--- src/hdl/ppt_pkg.sv ---
// Shared constants, command and status codes and request type for the priority table
package ppt_pkg;

  localparam int unsigned TableDepth = 16;
  localparam int unsigned SlotW      = $clog2(TableDepth);
  localparam int unsigned CountW     = $clog2(TableDepth + 1);
  localparam int unsigned PayloadW   = 32;
  localparam int unsigned PrioW      = 31;
  localparam int unsigned CmdW       = 3;
  localparam int unsigned StatW      = 2;
  localparam int unsigned QueueDepth = 2;
  localparam int unsigned QPtrW      = $clog2(QueueDepth);
  localparam int unsigned QCntW      = $clog2(QueueDepth + 1);

  localparam logic [PrioW-1:0]  PrioMax = {PrioW{1'b1}};
  localparam logic [CountW-1:0] CountFull = CountW'(TableDepth);

  localparam logic [CmdW-1:0] CmdAdd     = 3'd0;
  localparam logic [CmdW-1:0] CmdPromote = 3'd1;
  localparam logic [CmdW-1:0] CmdRead    = 3'd2;
  localparam logic [CmdW-1:0] CmdIsValid = 3'd3;
  localparam logic [CmdW-1:0] CmdGetMax  = 3'd4;
  localparam logic [CmdW-1:0] CmdPopMax  = 3'd5;

  localparam logic [StatW-1:0] StatOk     = 2'd0;
  localparam logic [StatW-1:0] StatFull   = 2'd1;
  localparam logic [StatW-1:0] StatEmpty  = 2'd2;
  localparam logic [StatW-1:0] StatUnused = 2'd3;

  typedef enum logic [2:0] {
    OpNone,
    OpAdd,
    OpPromote,
    OpRead,
    OpIsValid,
    OpGetMax,
    OpPopMax
  } op_e;

  typedef struct packed {
    op_e                 op;
    logic [PayloadW-1:0] payload;
    logic [SlotW-1:0]    slot;
  } req_t;

endpackage

--- src/hdl/ppt_front.sv ---
// Front end: accepts commands and classifies them into queue requests
module ppt_front (
  input  logic                          in_valid_i,
  output logic                          in_ready_o,
  input  logic [ppt_pkg::CmdW-1:0]      command_i,
  input  logic [ppt_pkg::PayloadW-1:0]  payload_in_i,
  input  logic [ppt_pkg::SlotW-1:0]     slot_in_i,
  input  logic                          q_full_i,
  output logic                          push_o,
  output ppt_pkg::req_t                 req_o
);

  ppt_pkg::op_e op;

  always_comb begin
    case (command_i)
      ppt_pkg::CmdAdd:     op = ppt_pkg::OpAdd;
      ppt_pkg::CmdPromote: op = ppt_pkg::OpPromote;
      ppt_pkg::CmdRead:    op = ppt_pkg::OpRead;
      ppt_pkg::CmdIsValid: op = ppt_pkg::OpIsValid;
      ppt_pkg::CmdGetMax:  op = ppt_pkg::OpGetMax;
      ppt_pkg::CmdPopMax:  op = ppt_pkg::OpPopMax;
      default:             op = ppt_pkg::OpNone;
    endcase
  end

  assign in_ready_o    = !q_full_i;
  assign push_o        = in_valid_i && !q_full_i;
  assign req_o.op      = op;
  assign req_o.payload = payload_in_i;
  assign req_o.slot    = slot_in_i;

endmodule

--- src/hdl/ppt_queue.sv ---
// Short request queue between the front end and the table engine
module ppt_queue (
  input  logic          clk_i,
  input  logic          rst_ni,
  input  logic          push_i,
  input  ppt_pkg::req_t req_i,
  output logic          full_o,
  input  logic          pop_i,
  output logic          empty_o,
  output ppt_pkg::req_t head_o
);

  ppt_pkg::req_t                mem_q [ppt_pkg::QueueDepth];
  logic [ppt_pkg::QPtrW-1:0]    wptr_q, wptr_d;
  logic [ppt_pkg::QPtrW-1:0]    rptr_q, rptr_d;
  logic [ppt_pkg::QCntW-1:0]    cnt_q, cnt_d;

  assign full_o  = (cnt_q == ppt_pkg::QCntW'(ppt_pkg::QueueDepth));
  assign empty_o = (cnt_q == '0);
  assign head_o  = mem_q[rptr_q];

  always_comb begin
    wptr_d = wptr_q;
    rptr_d = rptr_q;
    cnt_d  = cnt_q;
    if (push_i) begin
      wptr_d = (wptr_q == ppt_pkg::QPtrW'(ppt_pkg::QueueDepth - 1)) ? '0 : wptr_q + 1'b1;
    end
    if (pop_i) begin
      rptr_d = (rptr_q == ppt_pkg::QPtrW'(ppt_pkg::QueueDepth - 1)) ? '0 : rptr_q + 1'b1;
    end
    if (push_i && !pop_i) begin
      cnt_d = cnt_q + 1'b1;
    end else if (!push_i && pop_i) begin
      cnt_d = cnt_q - 1'b1;
    end
  end

  always_ff @(posedge clk_i or negedge rst_ni) begin
    if (!rst_ni) begin
      wptr_q <= '0;
      rptr_q <= '0;
      cnt_q  <= '0;
    end else begin
      wptr_q <= wptr_d;
      rptr_q <= rptr_d;
      cnt_q  <= cnt_d;
    end
  end

  always_ff @(posedge clk_i) begin
    if (push_i) begin
      mem_q[wptr_q] <= req_i;
    end
  end

endmodule

--- src/hdl/ppt_back.sv ---
// Table engine: entry state, max search tree, payload memory and result register
module ppt_back (
  input  logic                          clk_i,
  input  logic                          rst_ni,
  input  logic                          q_empty_i,
  input  ppt_pkg::req_t                 q_head_i,
  output logic                          q_pop_o,
  output logic                          out_valid_o,
  input  logic                          out_ready_i,
  output logic [ppt_pkg::SlotW-1:0]     slot_out_o,
  output logic [ppt_pkg::PayloadW-1:0]  payload_out_o,
  output logic [ppt_pkg::PrioW-1:0]     priority_out_o,
  output logic                          occupied_o,
  output logic [ppt_pkg::StatW-1:0]     status_o
);

  localparam int unsigned Depth = ppt_pkg::TableDepth;
  localparam int unsigned SlotW = ppt_pkg::SlotW;

  localparam logic [1:0] StIdle  = 2'd0;
  localparam logic [1:0] StTree1 = 2'd1;
  localparam logic [1:0] StTree2 = 2'd2;
  localparam logic [1:0] StDone  = 2'd3;

  typedef struct packed {
    logic                      vld;
    logic [ppt_pkg::PrioW-1:0] prio;
    logic [SlotW-1:0]          rank;
    logic [SlotW-1:0]          idx;
  } cand_t;

  function automatic cand_t pick(cand_t a, cand_t b);
    pick = b;
    if (a.vld && (!b.vld || {a.prio, a.rank} > {b.prio, b.rank})) begin
      pick = a;
    end
  endfunction

  logic [1:0]                   state_q, state_d;
  ppt_pkg::req_t                cur_q;
  logic [Depth-1:0]             used_q, used_d;
  logic [ppt_pkg::CountW-1:0]   count_q, count_d;
  logic [ppt_pkg::PrioW-1:0]    prio_q [Depth];
  logic [SlotW-1:0]             rank_q [Depth];
  logic [ppt_pkg::PayloadW-1:0] pay_mem [Depth];
  logic [ppt_pkg::PayloadW-1:0] rdata_q;
  logic                         mem_re;
  logic [SlotW-1:0]             mem_raddr;
  logic                         mem_we;

  cand_t leaf [Depth];
  cand_t lvl1 [Depth/2];
  cand_t lvl2 [Depth/4];
  cand_t lvl3 [Depth/8];
  cand_t stage1_q [Depth/4];
  cand_t win_q;

  logic [SlotW-1:0]             free_idx;
  logic                         commit;
  logic                         do_promote;
  logic                         do_pop;
  logic [SlotW-1:0]             res_slot;
  logic [ppt_pkg::PayloadW-1:0] res_pay;
  logic [ppt_pkg::PrioW-1:0]    res_prio;
  logic                         res_occ;
  logic [ppt_pkg::StatW-1:0]    res_stat;
  logic                         out_valid_q, out_valid_d;

  always_comb begin
    for (int i = 0; i < Depth; i++) begin
      leaf[i].vld  = used_q[i];
      leaf[i].prio = prio_q[i];
      leaf[i].rank = rank_q[i];
      leaf[i].idx  = SlotW'(i);
    end
    for (int i = 0; i < Depth/2; i++) begin
      lvl1[i] = pick(leaf[2*i], leaf[2*i+1]);
    end
    for (int i = 0; i < Depth/4; i++) begin
      lvl2[i] = pick(lvl1[2*i], lvl1[2*i+1]);
    end
    for (int i = 0; i < Depth/8; i++) begin
      lvl3[i] = pick(stage1_q[2*i], stage1_q[2*i+1]);
    end
  end

  always_ff @(posedge clk_i) begin
    stage1_q <= lvl2;
    win_q    <= pick(lvl3[0], lvl3[1]);
  end

  always_comb begin
    free_idx = '0;
    for (int i = Depth - 1; i >= 0; i--) begin
      if (!used_q[i]) begin
        free_idx = SlotW'(i);
      end
    end
  end

  assign q_pop_o   = (state_q == StIdle) && !q_empty_i;
  assign mem_re    = q_pop_o || (state_q == StTree2);
  assign mem_raddr = (state_q == StTree2) ? win_q.idx : q_head_i.slot;
  assign commit    = (state_q == StDone) && (!out_valid_q || out_ready_i);

  always_comb begin
    state_d = state_q;
    case (state_q)
      StIdle: begin
        if (q_pop_o) begin
          if (q_head_i.op == ppt_pkg::OpGetMax || q_head_i.op == ppt_pkg::OpPopMax) begin
            state_d = StTree1;
          end else begin
            state_d = StDone;
          end
        end
      end
      StTree1: state_d = StTree2;
      StTree2: state_d = StDone;
      StDone: begin
        if (commit) begin
          state_d = StIdle;
        end
      end
      default: state_d = StIdle;
    endcase
  end

  always_comb begin
    res_slot   = '0;
    res_pay    = '0;
    res_prio   = '0;
    res_occ    = 1'b0;
    res_stat   = ppt_pkg::StatOk;
    mem_we     = 1'b0;
    do_promote = 1'b0;
    do_pop     = 1'b0;
    case (cur_q.op)
      ppt_pkg::OpAdd: begin
        if (count_q == ppt_pkg::CountFull) begin
          res_stat = ppt_pkg::StatFull;
        end else begin
          res_slot = free_idx;
          mem_we   = 1'b1;
        end
      end
      ppt_pkg::OpPromote: begin
        if (!used_q[cur_q.slot]) begin
          res_stat = ppt_pkg::StatUnused;
        end else begin
          do_promote = (prio_q[cur_q.slot] != ppt_pkg::PrioMax);
        end
      end
      ppt_pkg::OpRead: begin
        if (!used_q[cur_q.slot]) begin
          res_stat = ppt_pkg::StatUnused;
        end else begin
          res_pay = rdata_q;
        end
      end
      ppt_pkg::OpIsValid: res_occ = used_q[cur_q.slot];
      ppt_pkg::OpGetMax, ppt_pkg::OpPopMax: begin
        if (count_q == '0) begin
          res_stat = ppt_pkg::StatEmpty;
        end else begin
          res_slot = win_q.idx;
          res_pay  = rdata_q;
          res_prio = win_q.prio;
          do_pop   = (cur_q.op == ppt_pkg::OpPopMax);
        end
      end
      default: res_stat = ppt_pkg::StatOk;
    endcase
  end

  always_comb begin
    used_d  = used_q;
    count_d = count_q;
    if (commit && mem_we) begin
      used_d[free_idx] = 1'b1;
      count_d          = count_q + 1'b1;
    end else if (commit && do_pop) begin
      used_d[win_q.idx] = 1'b0;
      count_d           = count_q - 1'b1;
    end
  end

  always_comb begin
    out_valid_d = out_valid_q;
    if (commit) begin
      out_valid_d = 1'b1;
    end else if (out_ready_i) begin
      out_valid_d = 1'b0;
    end
  end

  always_ff @(posedge clk_i or negedge rst_ni) begin
    if (!rst_ni) begin
      state_q     <= StIdle;
      used_q      <= '0;
      count_q     <= '0;
      out_valid_q <= 1'b0;
    end else begin
      state_q     <= state_d;
      used_q      <= used_d;
      count_q     <= count_d;
      out_valid_q <= out_valid_d;
    end
  end

  always_ff @(posedge clk_i) begin
    if (q_pop_o) begin
      cur_q <= q_head_i;
    end
    if (commit) begin
      slot_out_o     <= res_slot;
      payload_out_o  <= res_pay;
      priority_out_o <= res_prio;
      occupied_o     <= res_occ;
      status_o       <= res_stat;
      if (mem_we) begin
        prio_q[free_idx] <= '0;
        rank_q[free_idx] <= count_q[SlotW-1:0];
      end
      if (do_promote) begin
        prio_q[cur_q.slot] <= prio_q[cur_q.slot] + 1'b1;
      end
      if (do_pop) begin
        for (int i = 0; i < Depth; i++) begin
          if (used_q[i] && rank_q[i] > win_q.rank) begin
            rank_q[i] <= rank_q[i] - 1'b1;
          end
        end
      end
    end
  end

  always_ff @(posedge clk_i) begin
    if (commit && mem_we) begin
      pay_mem[free_idx] <= cur_q.payload;
    end
    if (mem_re) begin
      rdata_q <= pay_mem[mem_raddr];
    end
  end

  assign out_valid_o = out_valid_q;

endmodule

--- src/hdl/promotable_priority_table_unit.sv ---
// Top level of the promotable priority table
//
//   channel | direction | handshake               | payload
//   in      | input     | in_valid_i / in_ready_o | command_i, payload_in_i, slot_in_i
//   out     | output    | out_valid_o/out_ready_i | slot_out_o, payload_out_o,
//           |           |                         | priority_out_o, occupied_o, status_o
//
// Add, promote, read, is_valid and unknown commands go from idle straight to done in the
// engine; get_max and pop_max also pass StTree1 and StTree2, for the two registered tree
// levels and the registered payload read. A two-entry queue decouples input from engine.
// Reset empties the table at once; no clearing pass is needed.
// A stalled result holds the engine; the queue keeps taking input until it fills.
module promotable_priority_table_unit (
  input  logic                          clk_i,
  input  logic                          rst_ni,
  input  logic                          in_valid_i,
  output logic                          in_ready_o,
  input  logic [ppt_pkg::CmdW-1:0]      command_i,
  input  logic [ppt_pkg::PayloadW-1:0]  payload_in_i,
  input  logic [ppt_pkg::SlotW-1:0]     slot_in_i,
  output logic                          out_valid_o,
  input  logic                          out_ready_i,
  output logic [ppt_pkg::SlotW-1:0]     slot_out_o,
  output logic [ppt_pkg::PayloadW-1:0]  payload_out_o,
  output logic [ppt_pkg::PrioW-1:0]     priority_out_o,
  output logic                          occupied_o,
  output logic [ppt_pkg::StatW-1:0]     status_o
);

  logic          q_full;
  logic          q_empty;
  logic          push;
  logic          pop;
  ppt_pkg::req_t req;
  ppt_pkg::req_t head;

  ppt_front u_front (
    .in_valid_i   (in_valid_i),
    .in_ready_o   (in_ready_o),
    .command_i    (command_i),
    .payload_in_i (payload_in_i),
    .slot_in_i    (slot_in_i),
    .q_full_i     (q_full),
    .push_o       (push),
    .req_o        (req)
  );

  ppt_queue u_queue (
    .clk_i   (clk_i),
    .rst_ni  (rst_ni),
    .push_i  (push),
    .req_i   (req),
    .full_o  (q_full),
    .pop_i   (pop),
    .empty_o (q_empty),
    .head_o  (head)
  );

  ppt_back u_back (
    .clk_i          (clk_i),
    .rst_ni         (rst_ni),
    .q_empty_i      (q_empty),
    .q_head_i       (head),
    .q_pop_o        (pop),
    .out_valid_o    (out_valid_o),
    .out_ready_i    (out_ready_i),
    .slot_out_o     (slot_out_o),
    .payload_out_o  (payload_out_o),
    .priority_out_o (priority_out_o),
    .occupied_o     (occupied_o),
    .status_o       (status_o)
  );

endmodule

--- config.mk ---
export PLATFORM = sky130hd
export DESIGN_NAME = promotable_priority_table_unit
export DESIGN_NICKNAME = d
export VERILOG_FILES = /design/src/hdl/ppt_pkg.sv /design/src/hdl/ppt_front.sv /design/src/hdl/ppt_queue.sv /design/src/hdl/ppt_back.sv /design/src/hdl/promotable_priority_table_unit.sv
export SDC_FILE = /design/constraint.sdc
export NUM_CORES = 2
export LEC_CHECK = 0
export BUFFER_PORTS_ARGS = -buffer_cell sky130_fd_sc_hd__buf_2
export CELL_PAD_IN_SITES_DETAIL_PLACEMENT = 1
export CELL_PAD_IN_SITES_GLOBAL_PLACEMENT = 2
export CORE_MARGIN = 2
export CORE_UTILIZATION = 31
export DETAILED_ROUTE_END_ITERATION = 7
export MAX_ROUTING_LAYER = met4
export PLACE_DENSITY = 0.59
export REMOVE_ABC_BUFFERS = 1
export SKIP_LAST_GASP = 1
export SLEW_MARGIN = 40
export SYNTH_ARGS = -nofsm -noshare
export SYNTH_HDL_FRONTEND = slang
export SYNTH_SLANG_ARGS = --single-unit
export TNS_END_PERCENT = 100
--- constraint.sdc ---
create_clock -name clk_i -period 6.28 [get_ports clk_i]
set_input_delay 1.256 -clock clk_i [delete_from_list [all_inputs] [get_ports clk_i]]
set_output_delay 1.256 -clock clk_i [all_outputs]
set_load 0.03 [all_outputs]
==> results.toml <==
[run_status]
status = "completed"

[setup_path]
r2r_cells = 21
cp_top_family = "compound AO/OA/AOI/OAI gates"
worstSetupEndpointType = "flip-flop"
critical_path.slowest_cell = "edfxtp_1"
r2r-start = "u_back.rank_q[5][1]"
cpMostUsedCell = "o21ai_0"
crit_path_cell_trace = "inv_1, ha_1, nor2b_1, o21a_1, o21ai_0, o211ai_1, a221o_1, o21ai_0, a21oi_4, buf_4, mux2_2, ha_1, a21o_1, a21o_1, a21oi_1, o21ai_0, a221oi_1, o21ai_1, o21ai_4, buf_12, mux2_2"
r2r_slack_ns = 0.20
path_buf_inv = 3
crit_type = "reg -> reg"
slowest_delay_ns = 0.50
startpoint_type = "flip-flop"
cp.arrival_ns = 6.76
critical_path.max_fanout = 17
critPathRequiredTime_ns = 6.96
r2r_end = "u_back.stage1_q[89]"

[clocking]
clk-insertion-delay-late_ns = 0.86
cts_buffer_depth = 3
cts-hold-fix-buffers = 0
cts_tree = "yes"
clk_pin_slew_ns = 0.07
cts_root_buf = "clkbuf_16"
cts_sinks = 1514
numCtsBuffers = 178
htreeDepth = 4

[synthesis]
synth_top_area_share_pct = 50.6
synth.largest_area_cell = "edfxtp_1"
synth_cell_types = 83
ys_seq_elements = 1514
synth_area_sq_mm = 0.0767
ys_seq_area_share_pct = 56.6
yosys_warnings = 0
avgSynthCellArea_sq_um = 14.0
synthCells = 5484
ys_async_sr_fraction_pct = 1.85
synth_ff_type = "edfxtp_1"
synth_edf_count = 1291
synth_area_leaders = "edfxtp_1 51%, ha_1 10%, mux4_2 8.0%"

[die]
dieArea_sq_mm = 0.251
num_rows = 182
die_h_microns = 501
io_pins = 115
core_area_sq_mm = 0.246
die-width_microns = 501
initial_core_util_pct = 31.2

[timing]
fin_crit_ns = 6.08
drv_slew = 0
setup_violations = 0
max_slew.worst_pin.slew_ns = 0.916
setup_slack_ns = 0.195
max-slew-margin-rel_pct = 38.7
fin_crit_sh_pct = 96.9
max_freq_mhz = 164
rsz0062_at_grt = "no"
finalClockSkew_ns = 0.0753
final-hold-violation-count = 0
holdWs_ns = 0.447

[detailed_routing]
vias_per_cell = 5.20
drc = 0
drt-initial-drc-count = 3372
first_pass_iters = 7
ant_nets = 0
wl_per_cell_microns = 29.1
vias = 48600
wl_microns = 271000

[layout]
utilization_pct = 36.8
syn2layout_area_growth_pct = 18.1
fin_nets = 6618
drive_gt1_share_pct = 21.2

[placed_design]
dp_hpwl_microns = 199000
dp_slack_ns = 0.0423
place.gp.congestion = 0.873
place.port_buffers = 114

[power_and_ir_drop]
power_density_mw_per_mm2 = 387
p_leak_nw = 35.8
ir_worst_vdd_mv = 0.348
p_total_mw = 35.0

[global_routing]
grt_pass1_wl_microns = 386000
grtUsageTotal_pct = 22.1
grt_overflow_total = 0
antenna_found_initial = 19
grt_pass1_vias = 51300
grt_max_degree = 76

[worst_hold_path]
hp-class = "in -> async"

[flow_run]
maxCapViolCount = 0
## worst max-delay path by stage
stage	cells past startpoint	startpoint	end	slack, ns
2_1_floorplan	6	u_queue.rptr_q	u_back.rdata_q[0]	-8.06
3_3_place_gp	26	u_back.prio_q[9][16]	u_back.stage1_q[49]	-0.14
3_5_place_dp	26	u_back.prio_q[9][16]	u_back.stage1_q[45]	0.04
4_1_cts	25	u_back.prio_q[12][16]	u_back.stage1_q[4]	0.005
5_1_grt	24	u_back.prio_q[1][4]	u_back.stage1_q[132]	0.01
6_report	21	u_back.rank_q[5][1]	u_back.stage1_q[89]	0.20
## logic make-up after synthesis
logic type | Yosys count | synth area share [%]
DFF | 1514 | 56.6
muxes | 853 | 15.9
and+or+nand+nor | 852 | 5.73
AOI/OAI and AO/OA | 833 | 7.07
buffers and inverters | 746 | 3.92
adders and majority gates | 615 | 10.0
xor gates and xnor gates | 71 | 0.811
## flip-flops by register name, summed over array words and instances (netlist names), 4 cells and up, named ones only
name,flops
u_back.count_q,5
u_back.cur_q,39
u_back.pay_mem,512
u_back.payload_out_o,32
u_back.prio_q,496
u_back.priority_out_o,31
u_back.rank_q,64
u_back.rdata_q,32
u_back.slot_out_o,4
u_back.stage1_q,152
u_back.used_q,16
u_back.win_q,39
u_queue.mem_q,78
## stage by stage
stage	std cells	TNS, ns	area (sq um)
after floorplan	5286	-2225.53	75700
after global placement	8995	-2.05	84200
after detailed placement	8999	0	84300
after CTS	9332	0	90500
after global routing	9335	0	90600
final	9341	0	90600
## worst register-to-register path, cell delays in order, from the launching register on
cell,delay (ns)
edfxtp_1,0.50
inv_1,0.15
ha_1,0.32
nor2b_1,0.13
o21a_1,0.18
o21ai_0,0.29
o211ai_1,0.29
a221o_1,0.40
o21ai_0,0.31
a21oi_4,0.13
buf_4,0.20
mux2_2,0.30
ha_1,0.32
a21o_1,0.16
a21o_1,0.17
a21oi_1,0.29
o21ai_0,0.18
a221oi_1,0.44
o21ai_1,0.30
o21ai_4,0.32
buf_12,0.22
mux2_2,0.35
## where the power goes
part           internal [mW]  switching [mW]  total, mW
registers               12.4           0.798       13.2
logic                   4.36            6.63       11.0
clock network           6.27            4.61       10.9
## placed cells by master, fill, tap and decap left out, types with 33 or more instances in the layout
cell type / netlist / final
edfxtp_1: 1291 / 1291
ha_1: 614 / 614
inv_1: 547 / 541
mux2i_1: 436 / 432
buf_4: 9 / 327
mux4_2: 273 / 273
o21ai_0: 229 / 218
nand2_1: 209 / 207
a21o_1: 199 / 199
dfxtp_1: 195 / 192
clkbuf_16: 0 / 181
a21oi_1: 162 / 155
nor2_1: 186 / 152
mux2_2: 142 / 142
nand4_1: 139 / 139
buf_2: 28 / 114
nor2b_1: 112 / 112
xnor2_1: 50 / 50
buf_12: 0 / 50
a211oi_1: 50 / 48
o21a_1: 47 / 47
nor3_1: 37 / 35
and2_1: 34 / 34
a2bb2oi_1: 35 / 33
## cell type report
type | instances | area (sq um)
diodes | 8 | 20.0
inverters | 548 | 2060
clock buffers | 224 | 4800
clock inverters | 109 | 1350
flip-flops and latches | 1514 | 43400
fillers | 25500 | 155000
repair buffers | 494 | 4060
well taps | 3220 | 4030
multi-input cells | 3224 | 30900
## cells in the mapped netlist, types with 9 or more instances
library cell  count
edfxtp_1       1291
ha_1            614
inv_1           547
mux2i_1         436
mux4_2          273
o21ai_0         229
nand2_1         209
a21o_1          199
dfxtp_1         195
nor2_1          186
a21oi_1         162
mux2_2          142
nand4_1         139
nor2b_1         112
clkbuf_1        103
a211oi_1         50
xnor2_1          50
o21a_1           47
buf_1            41
nor3_1           37
a2bb2oi_1        35
and2_1           34
nand3_1          30
buf_2            28
dfrtp_1          28
xor2_1           21
and4_1           20
o211ai_1         20
nand2b_1         18
o2111ai_1        17
buf_6            14
nor4_1           13
or2_2            11
buf_4             9
## per-layer routing
layer	share of wire (%)	track usage, %	vias up
met1	45	28.9	25500
met4	2.2	4.83	0
met2	49	36.8	905
met3	3.7	2.60	326
li1	-	-	21800
met5	0	-	-
## repair_timing
item                                    in CTS  in global routing
hold endpoints to repair                     0                  0
gates resized for setup                      2                 10
endpoints found under the setup margin       9                122
setup buffers                                0                  1
pin swaps                                    0                  1
Power figures use the tool's default switching activity.
